File: src/sv/dgf_pkg.sv
// Shared types and constants for the direct gravity force sum unit.
`default_nettype none

package dgf_pkg;

    localparam int MAX_STARS_DEF = 64;
    localparam int POS_W         = 16;
    localparam int MASS_W        = 24;
    localparam int FORCE_W       = 48;
    localparam int IDX_W         = 6;

    // Accumulator limit, units of 2^-48
    localparam logic [63:0] ACC_MAX     = 64'h3FFF_FFFF_FFFF_FFFF;
    // round(2^32 / (4*pi))
    localparam logic [31:0] INV_4PI_Q32 = 32'd341782638;

    typedef struct packed {
        logic [POS_W-1:0]  x;
        logic [POS_W-1:0]  y;
        logic [MASS_W-1:0] mass;
    } star_t;

endpackage

`default_nettype wire

File: src/sv/dgf_wmul.sv
// Wide by narrow multiplier, one 32 by 32 partial product per cycle.
`default_nettype none

module dgf_wmul (
    input  wire logic         clk,
    input  wire logic         rst_n,
    input  wire logic         start,
    input  wire logic [95:0]  a,
    input  wire logic [31:0]  b,
    output logic              busy,
    output logic [127:0]      prod
);
    import dgf_pkg::*;

    logic         busy_reg, busy_next;
    logic [95:0]  a_reg, a_next;
    logic [31:0]  b_reg, b_next;
    logic [127:0] acc_reg, acc_next;
    logic [1:0]   cnt_reg, cnt_next;
    logic [63:0]  pp;

    // Top chunk first; shift the running sum up one chunk per step
    assign pp = 64'(a_reg[95:64]) * 64'(b_reg);

    always_comb
    begin
        busy_next = busy_reg;
        a_next    = a_reg;
        b_next    = b_reg;
        acc_next  = acc_reg;
        cnt_next  = cnt_reg;
        if (start)
        begin
            busy_next = 1'b1;
            a_next    = a;
            b_next    = b;
            acc_next  = '0;
            cnt_next  = '0;
        end
        else if (busy_reg)
        begin
            acc_next = (acc_reg << 32) + {64'b0, pp};
            a_next   = {a_reg[63:0], 32'b0};
            cnt_next = cnt_reg + 2'd1;
            if (cnt_reg == 2'd2)
            begin
                busy_next = 1'b0;
            end
        end
    end

    always_ff @(posedge clk or negedge rst_n)
    begin
        if (!rst_n)
        begin
            busy_reg <= 1'b0;
        end
        else
        begin
            busy_reg <= busy_next;
        end
    end

    always_ff @(posedge clk)
    begin
        a_reg   <= a_next;
        b_reg   <= b_next;
        acc_reg <= acc_next;
        cnt_reg <= cnt_next;
    end

    assign busy = busy_reg;
    assign prod = acc_reg;

endmodule

`default_nettype wire

File: config.mk
export PLATFORM = sky130hd
export DESIGN_NAME = dgf_wmul
export DESIGN_NICKNAME = d
export VERILOG_FILES = /design/src/sv/dgf_pkg.sv /design/src/sv/dgf_wmul.sv
export SDC_FILE = /design/constraint.sdc
export NUM_CORES = 2
export LEC_CHECK = 0
export BUFFER_PORTS_ARGS = -buffer_cell sky130_fd_sc_hd__buf_2
export CAP_MARGIN = 10
export CORE_UTILIZATION = 50
export DETAILED_ROUTE_END_ITERATION = 16
export GPL_ROUTABILITY_DRIVEN = 0
export PLACE_DENSITY = 0.67
export RECOVER_POWER = 50
export SLEW_MARGIN = 20
export SYNTH_ARGS = -nofsm -noshare
export SYNTH_HDL_FRONTEND = slang
export SYNTH_SLANG_ARGS = --single-unit
File: constraint.sdc
create_clock -name clk -period 11.05 [get_ports clk]
set_input_delay 0.5525 -clock clk [delete_from_list [all_inputs] [get_ports clk]]
set_output_delay 0.5525 -clock clk [all_outputs]
set_load 0.01 [all_outputs]
==> run_results.csv <==
group,metric,value,unit
status,status,"finished, violations left",
status,violations,"max-capacitance violations, max-slew violations",
run,drv_cap,3,
finish,fin_nets,6394,
drt,wl_met1,50100,microns
floorplan,die_area,93300,sq um
global_routing,overflow,0,
finish,final.fill_count,8311,
logic_synthesis,syn_nets,6313,
timing,rsz0062_at_grt,"no",
setup_path,worstPathArrival,9890,ps
logic_synthesis,synth-seq-cells,259,
timing,period_needed,9430,ps
clock_tree,htree_levels,2,
worst_hold_path,hold_depth,1,
finish,layout_common_cells,"inv_1, fa_1, nand2_1, and2_1, ha_1",
finish,largest_register_ffs,128,
setup_path,crit_type,"register to register",
timing,fin_setup_tns,0,ps
timing,fin_crit_sh,85.3,%
timing,fmax,106,MHz
clock_tree,cts_tree,"built",
drt,vias_per_cell,5.56,
timing,finalSetupViolCount,0,
timing,drv_slew,220,
clock_tree,clockBufferDepth,3,
floorplan,chipHeight,306,microns
logic_synthesis,postSynthAreaPerCell,9.28,sq um
logic_synthesis,synth.largest_area_cell,"fa_1",
logic_synthesis,ys.flop_type,"dfxtp_1",
clock_tree,clock_sinks,259,
setup_path,reg2regPathDepth,23,
clock_tree,cts_resized,0,
floorplan,die_x,306,microns
floorplan,start_util,50.8,%
logic_synthesis,syn_inst,4964,
worst_hold_path,min_from,"b[31]",
clock_tree,path_clk_slew,70,ps
drt,drc,0,
global_routing,first_global_vias,36900,
timing,hold_viol,0,
placement,numPortBuffers,259,
timing,fin_skew,24.7,ps
clock_tree,clockRootBuffer,"clkbuf_16",
drt,routed-wl-met2,65200,microns
setup_path,cp-startpoint,"b_reg[3]$_DFFE_PP_",
drt,initialDrtViolationCount,2588,
worst_hold_path,hp-class,"input port to register",
logic_synthesis,yosys_warnings,0,
drt,top_layer_used,"met5",
setup_path,worstReg2RegStart,"b_reg[3]$_DFFE_PP_",
logic_synthesis,synth_top_cell_area_share,40.5,%
setup_path,crit_path_end_kind,"register",
drt,routedWlPerCell,21.1,microns
setup_path,path_max_fanout,32,
drt,met3_length,10000,microns
finish,fin_cells,6246,
clock_tree,cts_inserted_buffers,35,
global_routing,track_usage,29.1,%
finish,mostFrequentLayoutCell,"inv_1",
timing,slew_headroom,-208,%
drt,drtPass1Iterations,6,
finish,drive_above_1_share,6.77,%
floorplan,rows,110,
drt,routed_wl,131000,microns
global_routing,antenna_found_initial,5,
setup_path,required,11520,ps
clock_tree,clk_latency,610,ps
placement,hpwl,105000,microns
logic_synthesis,synth-seq-area-share,14.0,%
finish,num_antenna_cells,0,
drt,ant_nets,0,
logic_synthesis,ys_types,72,
logic_synthesis,async_flop_share,0.386,%
floorplan,coreArea,90700,sq um
timing,worstMarginPinSlew,4610,ps
global_routing,grt_pass1_wl,209000,microns
global_routing,grt_max_degree,90,
finish,syn_to_final_growth,7.29,%
logic_synthesis,syn-cell-area,46100,sq um
setup_path,startpoint_type,"register",
floorplan,ioPinCount,260,
clock_tree,cts_setup_buffers,0,
placement,post-place-cells,6180,
clock_tree,holdBufCountCts,1,
drt,via_count,34700,
logic_synthesis,synthTopCellsByArea,"fa_1, edfxtp_1, inv_1",
logic_synthesis,synth_edf_count,128,
[final timing paths]
kind,to,slack (ps)
hold reg to reg,prod[122]$_SDFFE_PP0P_,450
setup reg to reg,prod[127]$_SDFFE_PP0P_,1620
setup / recovery,prod[127]$_SDFFE_PP0P_,1620
max in group asynchronous,busy$_DFF_PN0_,10690
hold / removal,b_reg[31]$_DFFE_PP_,130
min in group asynchronous,busy$_DFF_PN0_,260
[cells in the mapped netlist, types with 15 or more instances]
cell / count
inv_1: 1007
a21o_1: 29
fa_1: 931
xor2_1: 57
nor3_1: 31
nand2_1: 637
nor2_1: 153
a21oi_1: 103
o2111ai_1: 15
mux2i_1: 40
and3_1: 20
nand3_1: 45
xnor2_1: 39
edfxtp_1: 128
clkbuf_1: 266
dfxtp_1: 130
nor4_1: 24
nand4_1: 49
o21ai_0: 100
and2_1: 577
ha_1: 287
o211ai_1: 18
or3_1: 16
a211oi_1: 27
mux2_2: 64
[cells by family after synthesis]
| kind of cell | synth area share [%] |
|---|---|
| fa+ha+maj | 48.3 |
| compound gates | 5.52 |
| xor+xnor | 1.83 |
| flops | 14.0 |
| mux | 2.43 |
| simple gates | 17.3 |
| buf+inv | 10.6 |
[critical path, stage by stage, from the launching register on]
cell and delay, ps:
edfxtp_1 1100, and2_1 270, fa_1 440, fa_1 490, inv_1 50, fa_1 530, fa_1 560, inv_1 50
fa_1 500, fa_1 510, fa_1 560, inv_1 70, fa_1 500, inv_1 50, ha_1 420, nand4_1 240
nor3_1 300, nand3b_1 120, a211oi_1 500, o31ai_1 240, a211oi_1 700, nor2_1 240, or4_1 560, a311oi_1 280
[metal layers]
layer / vias up / GRT usage (%)
met5: - / 0
met4: 2 / 12.2
met3: 339 / 5.68
met2: 1376 / 49.2
met1: 17800 / 36.5
li1: 15300 / -
[area by class of cell]
type	instances	area, sq um	area share (%)
tap	1176	1470	2.98
clock buffer	43	970	1.96
multi-input combinational	3408	34700	70.2
sequential	259	6470	13.1
clock inverter	19	262	0.529
timing repair buffer	334	1750	3.55
inverter	1007	3780	7.65
[per-stage QoR]
step                      instance area [sq um]  util, %  hold slack [ps]  setup slack (ps)
after floorplan                           46100        -              257              3410
after global placement                    48300     53.2              328              1870
after detailed placement                  48300     53.3              330              1870
after CTS                                 49500     54.6             88.3              1810
after global routing                      49400     54.5              106              1290
final                                     49400     54.5              129              1620
Power is left out: the tool's default activity adds up to more than one toggle a clock period on the data nets, which glitch-free logic cannot reach.
