`src/sv/dgf_pkg.sv`:
```
// Shared types and constants for the direct gravity force sum unit.
`default_nettype none

package dgf_pkg;

    localparam int MAX_STARS_DEF = 64;
    localparam int POS_W         = 16;
    localparam int MASS_W        = 24;
    localparam int FORCE_W       = 48;
    localparam int IDX_W         = 6;

    // Accumulator limit, units of 2^-48
    localparam logic [63:0] ACC_MAX     = 64'h3FFF_FFFF_FFFF_FFFF;
    // round(2^32 / (4*pi))
    localparam logic [31:0] INV_4PI_Q32 = 32'd341782638;

    typedef struct packed {
        logic [POS_W-1:0]  x;
        logic [POS_W-1:0]  y;
        logic [MASS_W-1:0] mass;
    } star_t;

endpackage

`default_nettype wire

```
`src/sv/dgf_div.sv`:
```
// Restoring divider, 128 by 64 bits, quotient saturated to 64 bits.
`default_nettype none

module dgf_div (
    input  wire logic        clk,
    input  wire logic        rst_n,
    input  wire logic        start,
    input  wire logic [63:0] num_hi,
    input  wire logic [63:0] num_lo,
    input  wire logic [63:0] den,
    output logic             busy,
    output logic [63:0]      quo
);
    import dgf_pkg::*;

    logic        busy_reg, busy_next;
    logic [63:0] rem_reg, rem_next;
    logic [63:0] lo_reg, lo_next;
    logic [63:0] q_reg, q_next;
    logic [63:0] d_reg, d_next;
    logic [5:0]  cnt_reg, cnt_next;
    logic [64:0] shifted;
    logic [64:0] diff;

    assign shifted = {rem_reg, lo_reg[63]};
    assign diff    = shifted - {1'b0, d_reg};

    // Shift in one numerator bit and subtract when it fits
    always_comb
    begin
        busy_next = busy_reg;
        rem_next  = rem_reg;
        lo_next   = lo_reg;
        q_next    = q_reg;
        d_next    = d_reg;
        cnt_next  = cnt_reg;
        if (start)
        begin
            d_next = den;
            if (num_hi >= den)
            begin
                q_next = '1;
            end
            else
            begin
                busy_next = 1'b1;
                rem_next  = num_hi;
                lo_next   = num_lo;
                q_next    = '0;
                cnt_next  = '1;
            end
        end
        else if (busy_reg)
        begin
            if (shifted >= {1'b0, d_reg})
            begin
                rem_next = diff[63:0];
                q_next   = {q_reg[62:0], 1'b1};
            end
            else
            begin
                rem_next = shifted[63:0];
                q_next   = {q_reg[62:0], 1'b0};
            end
            lo_next  = {lo_reg[62:0], 1'b0};
            cnt_next = cnt_reg - 6'd1;
            if (cnt_reg == '0)
            begin
                busy_next = 1'b0;
            end
        end
    end

    always_ff @(posedge clk or negedge rst_n)
    begin
        if (!rst_n)
        begin
            busy_reg <= 1'b0;
        end
        else
        begin
            busy_reg <= busy_next;
        end
    end

    always_ff @(posedge clk)
    begin
        rem_reg <= rem_next;
        lo_reg  <= lo_next;
        q_reg   <= q_next;
        d_reg   <= d_next;
        cnt_reg <= cnt_next;
    end

    assign busy = busy_reg;
    assign quo  = q_reg;

endmodule

`default_nettype wire

```
`config.mk`:
```
export PLATFORM = sky130hd
export DESIGN_NAME = dgf_div
export DESIGN_NICKNAME = d
export VERILOG_FILES = /design/src/sv/dgf_pkg.sv /design/src/sv/dgf_div.sv
export SDC_FILE = /design/constraint.sdc
export NUM_CORES = 1
export LEC_CHECK = 0
export CAP_MARGIN = 10
export CORE_MARGIN = 3
export CORE_UTILIZATION = 40
export CTS_CLUSTER_DIAMETER = 60
export DETAILED_ROUTE_END_ITERATION = 8
export DONT_BUFFER_PORTS = 1
export GPL_TIMING_DRIVEN = 0
export PLACE_DENSITY = 0.55
export SLEW_MARGIN = 20
export SYNTH_ARGS = -nofsm -noshare
export SYNTH_HDL_FRONTEND = slang
export SYNTH_SLANG_ARGS = --single-unit
```
`constraint.sdc`:
```
create_clock -name clk -period 3.8 [get_ports clk]
set_clock_uncertainty 0.1 [all_clocks]
set_input_delay 0.19 -clock clk [delete_from_list [all_inputs] [get_ports clk]]
set_output_delay 0.19 -clock clk [all_outputs]
set_load 0.02 [all_outputs]
```
==> results.py, run 1 <==
metrics = {
    "logic_synthesis": {
        "synth_seq_area_share": 0.483,
        "syn_area_per_cell_um2": 10.0,
        "syn_inst": 1627,
        "synth_fp_nets": 1953,
        "synth-edff-count": 262,
        "yosys_warnings": 0,
        "ys_ff_latch": 263,
        "synth_ff_type": "edfxtp_1",
        "netlist_area_um2": 16300,
        "synth.distinct_cells": 59,
        "async_reset_ff_frac": 0.00380,
    },
    "sta": {
        "slew_headroom": 0.344,
        "final_max_slew_viol_count": 0,
        "setup_viol": 0,
        "final_hold_viol_count": 0,
        "rsz0062_at_grt": "yes",
        "fmax_mhz": 271,
        "finalCritPeriodShare": 0.972,
        "post-route-min-period_ps": 3690,
        "worstMarginPinSlew_ps": 982,
    },
    "route": {
        "drt_wl_total_um": 50100,
        "viasPerCell": 5.49,
        "route.detailed.drc": 0,
        "ant_nets": 0,
        "num_vias": 13200,
        "initialDrtViolationCount": 817,
        "first_pass_iters": 5,
        "wl_per_cell_um": 20.8,
    },
    "clock_network": {
        "cts_buffers": 35,
        "htree_levels": 2,
        "cts_root_buf": "clkbuf_16",
        "clkSlewWorstSetupHoldPaths_ps": 50,
        "clockBufferDepth": 3,
        "cts_num_sinks": 263,
        "tritoncts": "yes",
        "clock_latency_ps": 540,
    },
    "layout": {
        "antenna_cells": 0,
        "final_nets": 2188,
        "final_common_cell": "edfxtp_1",
        "finalNonFillerCells": 2410,
        "final_cell_mix": "262 x edfxtp_1, 217 x nor2_1, 195 x dlygate4sd3_1, 167 x nand2_1, 150 x inv_1",
        "area_growth_pct": 25.8,
        "drive_gt1_frac": 0.102,
    },
    "die": {
        "ioPinCount": 260,
        "rows": 73,
        "coreArea_um2": 40000,
        "start_util": 0.409,
        "die_h_um": 208,
        "die_x_um": 208,
        "die_area_um2": 43300,
    },
    "place": {
        "io_buffers": 0,
        "placed_cells": 2155,
        "dp_hpwl_um": 34800,
        "gp_congestion": 0.900,
    },
    "global_route": {
        "gr-total-overflow": 0,
        "grt_max_degree": 65,
        "grt_use_total": 0.225,
        "grt_pass1_vias": 13600,
        "antenna_found_initial": 2,
        "grt_pass1_wl_um": 76900,
    },
    "worst_setup_path": {
        "worstSetupPathType": "flop to flop",
        "cp-start-kind": "flop",
        "crit_arrival_ps": 3860,
        "crit_chain": "ha_1, clkbuf_1, nand2_1, nor2_2, o2111ai_4, a2111o_1, a2111oi_4, nor3_2, buf_2, nor4b_1, a211oi_1",
        "cp.required_ps": 3960,
        "crit_fanout": 10,
        "endpoint_kind": "flop",
        "cp_slowest_cell": "a2111o_1",
        "critPathMaxStageDelay_ps": 520,
    },
    "min_path": {
        "holdCritPathClass": "input port to flop",
    },
    "power": {
        "p_per_area_nw_per_um2": 554,
        "ir_drop_v": 0.000433,
        "p_total_mw": 11.4,
        "p_leak_nw": 8.39,
    },
    "job": {
        "max_cap_viol_count": 0,
    },
    "status": {
        "status": "finished clean",
    },
}
[critical path, delay by kind of cell, from the launching register on]
family                     cells  cell delay, ps
AOI/OAI and AO/OA              4            1160
DFF                            1             400
adders and majority gates      1             300
and+or+nand+nor                4             960
buffers and inverters          2             500
[kinds of logic (layout without fill, tap and decap cells)]
logic type               after synthesis  count (layout)  share of synthesized area
AO/OA/AOI/OAI                        366             367                      0.144
XOR/XNOR                              57              57                     0.0305
adder cells (fa/ha/maj)              131             131                      0.101
buffers and inverters                229             486                     0.0565
flip-flops                           263             263                      0.483
multiplexers                          70              70                     0.0478
AND/OR/NAND/NOR                      511             511                      0.137
[synth_stat cells, types with 5 or more instances]
cell	instances	area, um^2
a221oi_1	5	43.8
a211oi_1	8	60.1
nor3_1	13	65.1
mux2i_1	6	60.1
a31oi_1	55	344
nand4_1	34	213
nor4b_1	8	70.1
mux2_2	64	721
clkbuf_1	59	221
and2_1	5	31.3
buf_6	7	78.8
edfxtp_1	262	7870
nor4_1	9	56.3
a21oi_1	103	515
o21ai_1	6	30.0
a21o_1	59	443
xnor2_1	34	298
nand3_1	14	70.1
ha_1	130	1630
o22ai_1	5	31.3
inv_1	150	563
a2bb2oi_1	10	87.6
o21bai_1	15	113
nand2b_1	11	68.8
and3_1	6	37.5
o31ai_1	8	60.1
buf_2	6	30.0
o2111ai_1	5	43.8
nor2b_1	10	62.6
and4_1	5	43.8
o21ai_0	49	245
nand2_1	167	627
buf_1	6	22.5
nor2_1	218	818
o2bb2ai_1	5	43.8
xor2_1	23	201
[layer usage]
layer / part of all wire / GRT usage / vias to the layer above
li1: - / - / 6333
met1: 0.43 / 0.299 / 6361
met2: 0.45 / 0.354 / 461
met3: 0.087 / 0.0641 / 85
met4: 0.029 / 0.0793 / 0
met5: 0 / 0 / -
[power by group]
group | leakage [nW] | switching, mW | internal [mW]
clock network | 0.528 | 1.30 | 1.91
logic | 5.23 | 2.36 | 1.67
registers | 2.62 | 0.378 | 3.77
total | 8.39 | 4.04 | 7.36
[metrics by stage]
stage | util | setup TNS [ps] | cell area, um^2 | setup slack (ps) | hold slack, ps
final | 0.514 | 0 | 20600 | 106 | 117
after floorplan | - | 0 | 16400 | 124 | -206
after CTS | 0.506 | 0 | 20300 | 9.08 | 79.9
after detailed placement | 0.427 | -206890 | 17100 | -1410 | -205
after global routing | 0.514 | -202 | 20600 | -41.3 | 157
after global placement | 0.425 | -289880 | 17000 | -1800 | -205
[final cells by class]
cell class,instances,area [um^2]
clock buffer,44,910
sequential,263,7890
multi-input combinational,1136,7850
clock inverter,16,183
buffer,72,382
inverter,150,563
tap,525,657
timing repair buffer,204,2130
fill,3689,19400
[repair_timing]
action	in CTS	in global routing
resized for setup	26	56
hold buffers	196	0
pin swaps	2	6
cloned	1	2
endpoints found under the hold margin	257	0
buffers inserted	1	2
endpoints found under the setup margin	239	127
[path summary, 6_finish.rpt]
path                              from  slack, ps           to  depth (start not counted)
max                        rem_reg[30]        110  rem_reg[55]                         11
max reg2reg                rem_reg[30]        110  rem_reg[55]                         11
min in group asynchronous        rst_n        300         busy                          2
min                              start        120  rem_reg[47]                          3
max in group asynchronous        rst_n       3190         busy                          2
min reg2reg                 lo_reg[62]        440   lo_reg[63]                          1
Note: power is estimated with default switching activity, not from simulation.
==> run 2: changes to the inputs <==
--- a/config.mk
+++ b/config.mk
@@ -8,11 +8,10 @@
 export CAP_MARGIN = 10
 export CORE_MARGIN = 3
 export CORE_UTILIZATION = 40
-export CTS_CLUSTER_DIAMETER = 60
+export CTS_CLUSTER_DIAMETER = 40
 export DETAILED_ROUTE_END_ITERATION = 8
 export DONT_BUFFER_PORTS = 1
 export GPL_TIMING_DRIVEN = 0
-export PLACE_DENSITY = 0.55
 export SLEW_MARGIN = 20
 export SYNTH_ARGS = -nofsm -noshare
 export SYNTH_HDL_FRONTEND = slang
==> run 2 against run 1 <==
Net effect: core utilization is 0.67 points higher; clock-buffer cell count increased by 9; register-to-register slack barely moved; cell count rose by 1.0%; non-clock buffer count is 4 lower; global-route usage rose by 0.23 points.
==> results.py, run 2 (same netlist as run 1, synthesis figures left out) <==
metrics = {
    "sta": {
        "hold_ws_ps": 85.0,
        "slew_headroom": 0.308,
        "worstMarginPinSlew_ps": 1010,
        "post-route-min-period_ps": 3710,
        "fmax_mhz": 270,
        "fin_tns_setup_ps": 0,
        "final_hold_viol_count": 0,
        "setup_viol": 0,
        "rsz0062_at_grt": "yes",
        "final_max_slew_viol_count": 0,
        "finalCritPeriodShare": 0.976,
    },
    "worst_setup_path": {
        "endpoint_kind": "flop",
        "cp.required_ps": 4000,
        "cp_slowest_cell": "a2111o_1",
        "cp_num_buf_inv": 1,
        "rr_startpoint": "rem_reg[7]",
        "crit_fanout": 10,
        "reg2reg_depth": 12,
        "cp-start-kind": "flop",
        "r2r_slack_ps": 90,
        "crit_arrival_ps": 3910,
        "critPathMaxStageDelay_ps": 510,
        "crit_family": "compound AO/OA/AOI/OAI gates",
        "worstSetupPathType": "flop to flop",
        "crit_chain": "ha_1, nand2_1, o21ai_1, nor2b_1, or3b_4, o2111ai_2, a2111o_1, a2111oi_4, nor3_2, buf_2, nor4b_1, nor3_1",
        "timing.rr.end": "rem_reg[62]",
    },
    "job": {
        "max_cap_viol_count": 0,
    },
    "die": {
        "die_area_um2": 43300,
        "ioPinCount": 260,
        "start_util": 0.409,
        "die_x_um": 208,
        "rows": 73,
        "die_h_um": 208,
        "coreArea_um2": 40000,
    },
    "clock_network": {
        "cts_num_sinks": 263,
        "cts_root_buf": "clkbuf_16",
        "htree_levels": 2,
        "clockBufferDepth": 3,
        "clock_latency_ps": 590,
        "cts_buffers": 47,
        "tritoncts": "yes",
        "clkSlewWorstSetupHoldPaths_ps": 50,
    },
    "power": {
        "p_per_area_nw_per_um2": 591,
        "p_leak_nw": 8.56,
        "pwr-share-clk": 0.344,
        "intPower_mw": 8.02,
        "seqPwrFrac": 0.338,
        "switching_share": 0.348,
        "ir_drop_v": 0.000413,
        "comb_power_share": 0.319,
        "netSwitchingPower_mw": 4.29,
    },
    "place": {
        "dp_hpwl_um": 34600,
        "io_buffers": 0,
        "gp_congestion": 0.893,
        "placed_cells": 2154,
    },
    "layout": {
        "fillers": 3633,
        "final_common_cell": "edfxtp_1",
        "finalNonFillerCells": 2434,
        "final_cell_mix": "262 x edfxtp_1, 218 x nor2_1, 195 x dlygate4sd3_1, 167 x nand2_1, 150 x inv_1",
        "final_nets": 2195,
        "drive_gt1_frac": 0.107,
        "area_growth_pct": 27.5,
    },
    "route": {
        "initialDrtViolationCount": 971,
        "route.detailed.drc": 0,
        "drt_wl_total_um": 49700,
        "wl_per_cell_um": 20.4,
        "num_vias": 13400,
        "ant_nets": 0,
        "viasPerCell": 5.52,
        "first_pass_iters": 5,
    },
    "min_path": {
        "hp-start": "start",
        "holdCritPathClass": "input port to flop",
        "whs_endpoint": "rem_reg[47]",
        "hold-path-cell-count": 3,
    },
    "global_route": {
        "grt_use_total": 0.227,
        "grt_pass1_wl_um": 78500,
        "grt_max_degree": 65,
        "grt_pass1_vias": 13900,
        "antenna_found_initial": 2,
        "gr-total-overflow": 0,
    },
    "status": {
        "status": "finished clean",
    },
}
## run 2: cell count changes in the layout (fill, tap and decap cells not counted), moves of 3 or more
cell / before / now
nor4b_1: 2 / 8
clkbuf_4: 4 / 0
ha_2: 8 / 5
buf_4: 3 / 6
clkinv_4: 1 / 5
nor4b_2: 6 / 0
clkbuf_1: 57 / 51
inv_6: 2 / 8
clkinv_1: 3 / 7
clkbuf_16: 37 / 48
## run 2: repair_timing
item	in CTS	in global routing
hold buffers	196	0
pin swaps	1	5
setup endpoints to repair	239	64
hold endpoints to repair	257	0
cloned	0	0
setup buffers	2	2
gates resized for setup	21	28
## run 2: tightest hold or removal path, delay by kind of cell
family                 cells  cell delay (ps)
buffers and inverters      1              120
AND/OR/NAND/NOR            2              260
## run 2: per-layer routing
metal	GRT usage	routed length [um]
met2	0.364	22600
met4	0.0693	1370
met3	0.0645	4420
met1	0.301	21300
met5	0	0
## run 2: area by class of cell
class | count | area (um^2) | share of cell area
Sequential cell | 263 | 7890 | 0.379
Multi-Input combinational cell | 1135 | 7720 | 0.371
Timing Repair Buffer | 202 | 2060 | 0.0991
Clock buffer | 53 | 1220 | 0.0586
Tap cell | 525 | 657 | 0.0315
Inverter | 150 | 563 | 0.0270
Clock inverter | 35 | 367 | 0.0176
Buffer | 70 | 344 | 0.0165
Antenna cell | 1 | 2.50 | 0.000120
## run 2: power groups by stage
stage / clock network, mW / registers [mW] / logic (mW)
6_report: 4.23 / 4.16 / 3.92
5_1_grt: 4.46 / 4.21 / 4.36
4_1_cts: 4.32 / 4.15 / 3.80
3_5_place_dp: 0 / 4.19 / 3.53
3_3_place_gp: 0 / 4.20 / 3.47
2_1_floorplan: 0 / 4.11 / 2.73
## run 2: worst max path at each step
| stage | start | slack [ps] | endpoint | depth (start not counted) |
|---|---|---|---|---|
| after floorplan | den[13] | 120 | cnt_reg[0] | 13 |
| after global placement | num_hi[0] | -1810 | rem_reg[39] | 13 |
| after detailed placement | den[9] | -1200 | lo_reg[51] | 13 |
| after CTS | rem_reg[27] | 6 | rem_reg[45] | 14 |
| after global routing | rem_reg[0] | -30 | rem_reg[45] | 13 |
| final | rem_reg[7] | 90 | rem_reg[62] | 12 |
## run 2: through the flow
step | total power, mW | worst slack (ps) | utilization | instance area [um^2]
4_1_cts | 12.3 | 5.72 | 0.518 | 20700
3_5_place_dp | 7.72 | -1200 | 0.427 | 17100
2_1_floorplan | 6.83 | 124 | - | 16400
3_3_place_gp | 7.66 | -1810 | 0.425 | 17000
5_1_grt | 13.0 | -26.4 | 0.521 | 20800
6_report | 12.3 | 93.0 | 0.521 | 20800
